<file path="src/design/rnth_pkg.sv">
package rnth_pkg;

  localparam logic [7:0] TYPE_VALIDATE  = 8'h31;
  localparam logic [7:0] TYPE_DISCOVER  = 8'h32;
  localparam logic [7:0] TYPE_PUBLISH   = 8'h33;
  localparam logic [7:0] TYPE_PING      = 8'h34;
  localparam logic [7:0] TYPE_PING_ACK  = 8'h35;
  localparam logic [7:0] TYPE_CLEAR     = 8'h38;
  localparam logic [7:0] TYPE_VALID_ACK = 8'h39;
  localparam logic [7:0] TYPE_TEXT      = 8'h61;

  localparam logic [7:0]  CHAR_ONE    = 8'd49;
  localparam logic [7:0]  COUNT_BASE  = 8'd96;
  localparam logic [31:0] REEN_BYTES  = 32'h6E65_6572;
  localparam logic [7:0]  ROOT_RESET  = 8'd97;
  localparam logic [7:0]  CLEAR_RESET = 8'd120;

  localparam logic [2:0] OP_PACKET   = 3'd0;
  localparam logic [2:0] OP_VALIDATE = 3'd1;
  localparam logic [2:0] OP_DISCOVER = 3'd2;
  localparam logic [2:0] OP_CLEAR    = 3'd3;
  localparam logic [2:0] OP_PING     = 3'd4;
  localparam logic [2:0] OP_TEXT     = 3'd5;

  localparam logic CFG_ROOT  = 1'b0;
  localparam logic CFG_CLEAR = 1'b1;

  typedef struct packed {
    logic [2:0]  operation;
    logic [7:0]  pkt_type;
    logic [63:0] content_lo;
    logic [39:0] content_hi;
    logic [7:0]  org;
    logic [7:0]  dest;
  } in_word_t;

  typedef struct packed {
    logic        send_valid;
    logic [7:0]  out_type;
    logic [63:0] out_content_lo;
    logic [39:0] out_content_hi;
    logic [7:0]  out_org;
    logic [7:0]  out_dest;
    logic [7:0]  node_address;
    logic [7:0]  node_count;
    logic        validated;
    logic        ping_found;
    logic [7:0]  parts_expected;
  } out_word_t;

endpackage

</file>
<file path="src/design/rnth_if.sv">
interface rnth_in_if;
  logic                valid;
  logic                ready;
  rnth_pkg::in_word_t  data;

  modport source (output valid, output data, input ready);
  modport sink (input valid, input data, output ready);
endinterface

interface rnth_out_if;
  logic                valid;
  logic                ready;
  rnth_pkg::out_word_t data;

  modport source (output valid, output data, input ready);
  modport sink (input valid, input data, output ready);
endinterface

</file>
<file path="src/design/ring_node_token_handler_core.sv">
// Token ring node: every accepted word yields one registered result word in the cycle after.
// Throughput is one word per cycle while the sink is ready; the single output
// register holds a result while the sink stalls, and a new word is taken in
// the cycle the result leaves. Reset (synchronous, active high) clears the node
// state and the output valid, and sets the root and clear addresses to 97 and 120.
module ring_node_token_handler_core (
  input  logic       clk,
  input  logic       rst,
  input  logic       cfg_we,
  input  logic       cfg_index,
  input  logic [7:0] cfg_data,
  rnth_in_if.sink    in_ch,
  rnth_out_if.source out_ch
);
  import rnth_pkg::*;

  logic [7:0] root_address;
  logic [7:0] clear_address;
  logic [7:0] own_address;
  logic [7:0] known_nodes;
  logic       ring_valid;
  logic       ping_flag;
  logic [7:0] text_parts;

  logic [7:0] own_address_next;
  logic [7:0] known_nodes_next;
  logic       ring_valid_next;
  logic       ping_flag_next;
  logic [7:0] text_parts_next;

  out_word_t  result;
  out_word_t  result_next;
  logic       result_valid;
  logic       accept;

  assign in_ch.ready  = !result_valid || out_ch.ready;
  assign accept       = in_ch.valid && in_ch.ready;
  assign out_ch.valid = result_valid;
  assign out_ch.data  = result;

  always_comb begin
    logic [7:0]  c0;
    logic        owned;
    logic [63:0] lo;
    logic [39:0] hi;
    logic [7:0]  o;
    logic [7:0]  d;
    c0 = in_ch.data.content_lo[7:0];
    lo = in_ch.data.content_lo;
    hi = in_ch.data.content_hi;
    o  = in_ch.data.org;
    d  = in_ch.data.dest;
    owned = (d == own_address);

    own_address_next = own_address;
    known_nodes_next = known_nodes;
    ring_valid_next  = ring_valid;
    ping_flag_next   = ping_flag;
    text_parts_next  = text_parts;
    result_next      = '0;

    case (in_ch.data.operation)
      OP_PACKET: begin
        case (in_ch.data.pkt_type)
          TYPE_VALIDATE: begin
            result_next.send_valid = 1'b1;
            if (owned) begin
              ring_valid_next = 1'b1;
              result_next.out_type       = TYPE_VALID_ACK;
              result_next.out_content_lo = {56'd0, CHAR_ONE};
              result_next.out_org        = own_address;
              result_next.out_dest       = own_address;
            end else begin
              own_address_next = 8'd0;
              result_next.out_type       = TYPE_VALIDATE;
              result_next.out_content_lo = {lo[63:40], 8'd0, REEN_BYTES};
              result_next.out_content_hi = hi;
              result_next.out_org        = o;
              result_next.out_dest       = d;
            end
          end
          TYPE_DISCOVER: begin
            result_next.send_valid = 1'b1;
            if (!owned) begin
              own_address_next = c0 + 8'd1;
              result_next.out_type       = TYPE_DISCOVER;
              result_next.out_content_lo = {lo[63:16], 8'd0, c0 + 8'd1};
              result_next.out_content_hi = hi;
              result_next.out_org        = o;
              result_next.out_dest       = d;
            end else begin
              known_nodes_next = c0 - COUNT_BASE;
              result_next.out_type       = TYPE_PUBLISH;
              result_next.out_content_lo = {56'd0, c0};
              result_next.out_org        = own_address;
              result_next.out_dest       = own_address;
            end
          end
          TYPE_PUBLISH: begin
            if (!owned) begin
              known_nodes_next = c0 - COUNT_BASE;
              result_next.send_valid     = 1'b1;
              result_next.out_type       = TYPE_PUBLISH;
              result_next.out_content_lo = lo;
              result_next.out_content_hi = hi;
              result_next.out_org        = o;
              result_next.out_dest       = d;
            end
          end
          TYPE_PING: begin
            if (owned) begin
              result_next.send_valid     = 1'b1;
              result_next.out_type       = TYPE_PING_ACK;
              result_next.out_content_lo = {56'd0, CHAR_ONE};
              result_next.out_org        = own_address;
              result_next.out_dest       = o;
            end else if (o != own_address) begin
              result_next.send_valid     = 1'b1;
              result_next.out_type       = TYPE_PING;
              result_next.out_content_lo = lo;
              result_next.out_content_hi = hi;
              result_next.out_org        = o;
              result_next.out_dest       = d;
            end
          end
          TYPE_PING_ACK: begin
            if (owned) begin
              ping_flag_next = (c0 == CHAR_ONE);
            end else begin
              result_next.send_valid     = 1'b1;
              result_next.out_type       = TYPE_PING_ACK;
              result_next.out_content_lo = lo;
              result_next.out_content_hi = hi;
              result_next.out_org        = o;
              result_next.out_dest       = d;
            end
          end
          TYPE_CLEAR: begin
            if (!owned) begin
              own_address_next = 8'd0;
              result_next.send_valid     = 1'b1;
              result_next.out_type       = TYPE_CLEAR;
              result_next.out_content_lo = lo;
              result_next.out_content_hi = hi;
              result_next.out_org        = o;
              result_next.out_dest       = d;
            end
          end
          TYPE_VALID_ACK: begin
            if (c0 == CHAR_ONE) begin
              ring_valid_next = 1'b1;
            end
            if (!owned) begin
              result_next.send_valid     = 1'b1;
              result_next.out_type       = TYPE_VALID_ACK;
              result_next.out_content_lo = lo;
              result_next.out_content_hi = hi;
              result_next.out_org        = o;
              result_next.out_dest       = d;
            end
          end
          TYPE_TEXT: begin
            text_parts_next = c0;
          end
          default: begin
          end
        endcase
      end
      OP_VALIDATE: begin
        own_address_next = root_address;
        known_nodes_next = 8'd0;
        ring_valid_next  = 1'b0;
        result_next.send_valid = 1'b1;
        result_next.out_type   = TYPE_VALIDATE;
        result_next.out_org    = root_address;
        result_next.out_dest   = root_address;
      end
      OP_DISCOVER: begin
        result_next.send_valid     = 1'b1;
        result_next.out_type       = TYPE_DISCOVER;
        result_next.out_content_lo = {56'd0, root_address};
        result_next.out_org        = root_address;
        result_next.out_dest       = root_address;
      end
      OP_CLEAR: begin
        own_address_next = clear_address;
        result_next.send_valid = 1'b1;
        result_next.out_type   = TYPE_CLEAR;
        result_next.out_org    = clear_address;
        result_next.out_dest   = clear_address;
      end
      OP_PING: begin
        ping_flag_next = 1'b0;
        result_next.send_valid = 1'b1;
        result_next.out_type   = TYPE_PING;
        result_next.out_org    = own_address;
        result_next.out_dest   = d;
      end
      OP_TEXT: begin
        result_next.send_valid     = 1'b1;
        result_next.out_type       = TYPE_TEXT;
        result_next.out_content_lo = {56'd0, c0};
        result_next.out_org        = own_address;
        result_next.out_dest       = own_address;
      end
      default: begin
      end
    endcase

    result_next.node_address   = own_address_next;
    result_next.node_count     = known_nodes_next;
    result_next.validated      = ring_valid_next;
    result_next.ping_found     = ping_flag_next;
    result_next.parts_expected = text_parts_next;
  end

  always_ff @(posedge clk) begin
    if (rst) begin
      root_address  <= ROOT_RESET;
      clear_address <= CLEAR_RESET;
    end else if (cfg_we) begin
      case (cfg_index)
        CFG_ROOT:  root_address  <= cfg_data;
        CFG_CLEAR: clear_address <= cfg_data;
        default: begin
        end
      endcase
    end
  end

  always_ff @(posedge clk) begin
    if (rst) begin
      own_address  <= 8'd0;
      known_nodes  <= 8'd0;
      ring_valid   <= 1'b0;
      ping_flag    <= 1'b0;
      text_parts   <= 8'd0;
      result_valid <= 1'b0;
    end else if (accept) begin
      own_address  <= own_address_next;
      known_nodes  <= known_nodes_next;
      ring_valid   <= ring_valid_next;
      ping_flag    <= ping_flag_next;
      text_parts   <= text_parts_next;
      result_valid <= 1'b1;
    end else if (out_ch.ready) begin
      result_valid <= 1'b0;
    end
  end

  always_ff @(posedge clk) begin
    if (accept) begin
      result <= result_next;
    end
  end

endmodule
</file>
<file path="src/flat_wrapper.sv">
// flat-port wrapper written by rule: the top's interface ports become plain ports
module ring_node_token_handler_core_flat import rnth_pkg::*;
  (clk, rst, cfg_we, cfg_index, cfg_data, in_ch_valid, in_ch_data, in_ch_ready, out_ch_valid, out_ch_data, out_ch_ready);
  rnth_in_if in_ch_i ();
  rnth_out_if out_ch_i ();
  input  logic clk;
  input  logic rst;
  input  logic cfg_we;
  input  logic cfg_index;
  input  logic [7:0] cfg_data;
  input wire logic [$bits(in_ch_i.valid)-1:0] in_ch_valid;
  input wire logic [$bits(in_ch_i.data)-1:0] in_ch_data;
  output wire logic [$bits(in_ch_i.ready)-1:0] in_ch_ready;
  output wire logic [$bits(out_ch_i.valid)-1:0] out_ch_valid;
  output wire logic [$bits(out_ch_i.data)-1:0] out_ch_data;
  input wire logic [$bits(out_ch_i.ready)-1:0] out_ch_ready;
  assign in_ch_i.valid = in_ch_valid;
  assign in_ch_i.data = in_ch_data;
  assign in_ch_ready = in_ch_i.ready;
  assign out_ch_valid = out_ch_i.valid;
  assign out_ch_data = out_ch_i.data;
  assign out_ch_i.ready = out_ch_ready;
  ring_node_token_handler_core u_core (.clk(clk), .rst(rst), .cfg_we(cfg_we), .cfg_index(cfg_index), .cfg_data(cfg_data), .in_ch(in_ch_i), .out_ch(out_ch_i));
endmodule
</file>
<file path="config.mk">
export PLATFORM = sky130hd
export DESIGN_NAME = ring_node_token_handler_core_flat
export DESIGN_NICKNAME = d
export VERILOG_FILES = /design/src/design/rnth_pkg.sv /design/src/design/rnth_if.sv /design/src/design/ring_node_token_handler_core.sv /design/src/flat_wrapper.sv
export SDC_FILE = /design/constraint.sdc
export NUM_CORES = 1
export LEC_CHECK = 0
export BUFFER_PORTS_ARGS = -buffer_cell sky130_fd_sc_hd__buf_2
export CORE_MARGIN = 2
export CORE_UTILIZATION = 50
export CTS_BUF_LIST = sky130_fd_sc_hd__clkbuf_8
export DETAILED_ROUTE_END_ITERATION = 10
export MAX_ROUTING_LAYER = met4
export PLACE_DENSITY = 0.79
export SETUP_SLACK_MARGIN = 0.02
export SLEW_MARGIN = 20
export SYNTH_ARGS = -nofsm -noshare
export SYNTH_HDL_FRONTEND = slang
export SYNTH_SLANG_ARGS = --single-unit
</file>
<file path="constraint.sdc">
create_clock -name clk -period 10.43 [get_ports clk]
set_input_delay 1.043 -clock clk [delete_from_list [all_inputs] [get_ports clk]]
set_output_delay 1.043 -clock clk [all_outputs]
set_load 0.05 [all_outputs]
</file>
==> impl_metrics.ini <==
[yosys]
synth_edf_count = 153
synth-simple-area-share = 0.1887
async_flop_share = 0
syn_inst = 861
netlist_area_um2 = 9513
synthMuxAreaShare = 0.02986
synth_adder_area_share = 0.006313
synth.net_count = 1010
synth_flop_cell = edfxtp_1
synth-compound-area-share = 0.1411
ys_seq_area_frac = 0.5735
synthXorXnorAreaFrac = 0.02394
yosys.cell_types.count = 79
synth_top_family_by_area = simple AND/OR/NAND/NOR gates
ys_seq_elements = 196
yosys_warnings = 0
syn_avg_cell_area_um2 = 11.05

[setup_path]
cp_data_arrival_time_ns = 4.14
required_ns = 10.76
critPathCaptureType = flip-flop
cp_max_fo = 72
startpoint_type = primary input
critPathKind = in -> reg

[sta]
grt_setup_unrepaired = false
fin_tns_setup_ns = 0
finalCritPeriodShare = 0.3646
min_period_ns = 3.802
drv_slew = 0
max_freq_mhz = 263.0
fin_worst_skew_ns = 0.01592
hold_ws_ns = 0.4578
worst_slew_pin_slew_ns = 1.099
finalSetupViolations = 0
max_slew_margin = 0.2607
hold_viol_final = 0

[final_layout]
layout.nets = 1267
syn_to_final_growth_pct = 20.41
drive_above_1_share = 0.3298
fin_area_um2 = 11450
mostFrequentLayoutCells = buf_2, edfxtp_1, and2_1, nand2_1, nor2_1
final_common_cell = buf_2
fill_cells = 1527

[placement]
place_area_um2 = 11030
io_buffer_count = 300
dp_hpwl_mm = 20.39
globalplace.congestion = 1.064

[route]
first_pass_iters = 6
drtIter0Drc = 993
antenna_left = 0
vias_per_cell = 5.852
routed_wl_mm = 27.98
routedWlPerCell_um = 20.49
drc = 0
vias = 7994

[floorplan]
rows = 50
top_level_ports = 302
die_height_um = 141.9
fp.dieW_um = 141.9
start_util = 0.5086
design.die.area_um2 = 20150
core_region_area_um2 = 18710

[pwr]
peakVddDrop_uv = 91.38
power_density_nw_per_um2 = 150.5
power.total_uw = 1723
p_leak_uw = 0.004683

[global_routing]
grt_pass1_wl_mm = 41.83
gr-total-overflow = 0
antenna_found_initial = 1
grt_pass1_vias = 7488
grt_max_degree = 88
gr-usage-all-layers = 0.2797

[cts]
path_clk_slew_ns = 0.10
root_buffer = clkbuf_8
numClockSinks = 196
cts-htree-levels = 4
clk_path_buf_depth = 2
cts_tree = yes
postCtsSetupRepairBufs = 0
post_cts_resized = 0
cts_hold_buffers = 0
clk_latency_ns = 0.47
cts_made_buffers = 17

[status]
outcome = finished, final reports clean

[hold_path]
hold_class = reg -> reg

[job]
drv_cap = 0
==> cell families (layout without fill, tap and decap cells) <==
logic type,count (synthesis),after routing
AND/OR/NAND/NOR,335,335
AO/OA/AOI/OAI,195,195
flip-flops,196,196
other,1,2
XOR/XNOR,26,26
adder cells (fa/ha/maj),5,5
multiplexers,26,26
buffers and inverters,77,347
==> routing by layer <==
metal	global-route usage	share of wire	routed length, um	up-vias
met5	-	0	0	-
met4	0.1011	0.031	879	0
met3	0.05585	0.086	2411	67
met2	0.4760	0.51	14160	464
met1	0.3322	0.38	10540	3766
li1	-	-	-	3697
==> cells in the mapped netlist, drive strengths merged (5+ instances only) <==
| cell | n | area, um2 |
|---|---|---|
| inv | 12 | 45.04 |
| a2111oi | 5 | 70.07 |
| xnor2 | 21 | 183.9 |
| clkbuf | 29 | 108.9 |
| and2 | 71 | 444.2 |
| buf | 35 | 186.4 |
| mux2i | 7 | 70.07 |
| mux2 | 19 | 214.0 |
| nor2 | 65 | 251.5 |
| a21oi | 55 | 297.8 |
| nand4 | 6 | 43.79 |
| o31ai | 9 | 72.57 |
| a221o | 8 | 80.08 |
| a211oi | 5 | 37.54 |
| o211ai | 5 | 42.54 |
| xor2 | 5 | 43.79 |
| a22oi | 11 | 82.58 |
| dfxtp | 43 | 860.8 |
| o22ai | 5 | 31.28 |
| nor4 | 12 | 102.6 |
| nand3 | 31 | 155.2 |
| a22o | 8 | 70.07 |
| nor2b | 11 | 68.82 |
| nor3 | 21 | 110.1 |
| nand2b | 15 | 93.84 |
| edfxtp | 153 | 4594 |
| nand2 | 68 | 255.2 |
| and3 | 18 | 112.6 |
| o21ai | 47 | 242.7 |
| a221oi | 9 | 78.83 |
==> critical path, stage by stage <==
cell       delay, ns
buf_2           0.12
nand4bb_1       0.69
nor4_4          0.85
o21ai_2         0.43
a21oi_4         0.21
buf_4           0.50
a221o_1         0.27
==> path summary, 6_finish.rpt <==
check	to	slack, ns	cells after the start	startpoint
worst max-delay path	u_core.out_ch.data[39]	6.63	7	in_ch_data[126]
worst min-delay path	u_core.known_nodes[7]	0.46	1	u_core.known_nodes[7]
worst max register to register	u_core.out_ch.data[89]	7.07	7	u_core.own_address[1]
worst min register to register	u_core.known_nodes[7]	0.46	1	u_core.known_nodes[7]
==> through the flow <==
| step | std cells | utilization | setup WS, ns |
|---|---|---|---|
| floorplan | 861 | - | 3.596 |
| CTS | 1365 | 0.6122 | 6.697 |
| global route | 1366 | 0.6124 | 6.401 |
| finish | 1366 | 0.6124 | 6.628 |
| detailed placement | 1333 | 0.5898 | 6.206 |
| global placement | 1333 | 0.5898 | 6.273 |
==> flip-flops by register name, summed over array words and instances, names as in the netlist <==
| name | flops |
|---|---|
| u_core.ring_valid | 1 |
| u_core.root_address | 8 |
| u_core.text_parts | 8 |
| u_core.out_ch.data | 153 |
| u_core.ping_flag | 1 |
| u_core.out_ch.valid | 1 |
| u_core.clear_address | 8 |
| u_core.own_address | 8 |
| u_core.known_nodes | 8 |
==> power by group <==
group / internal (uW) / switching [uW] / total [uW]
Sequential: 884 / 17.7 / 901
Clock: 225 / 297 / 522
Combinational: 74.3 / 226 / 300
Total: 1180 / 540 / 1720
==> area by class of cell <==
type                       count  area, um2  area share
antenna                        1      2.502   0.0002185
clock buffer                  17      234.0     0.02043
clock inverter                15      186.4     0.01628
inverter                      13      53.80    0.004697
multi-input combinational    588       3714      0.3242
sequential                   196       5455      0.4762
tap                          234      292.8     0.02556
timing repair buffer         302       1516      0.1324
Power figures use the tool's default switching activity.
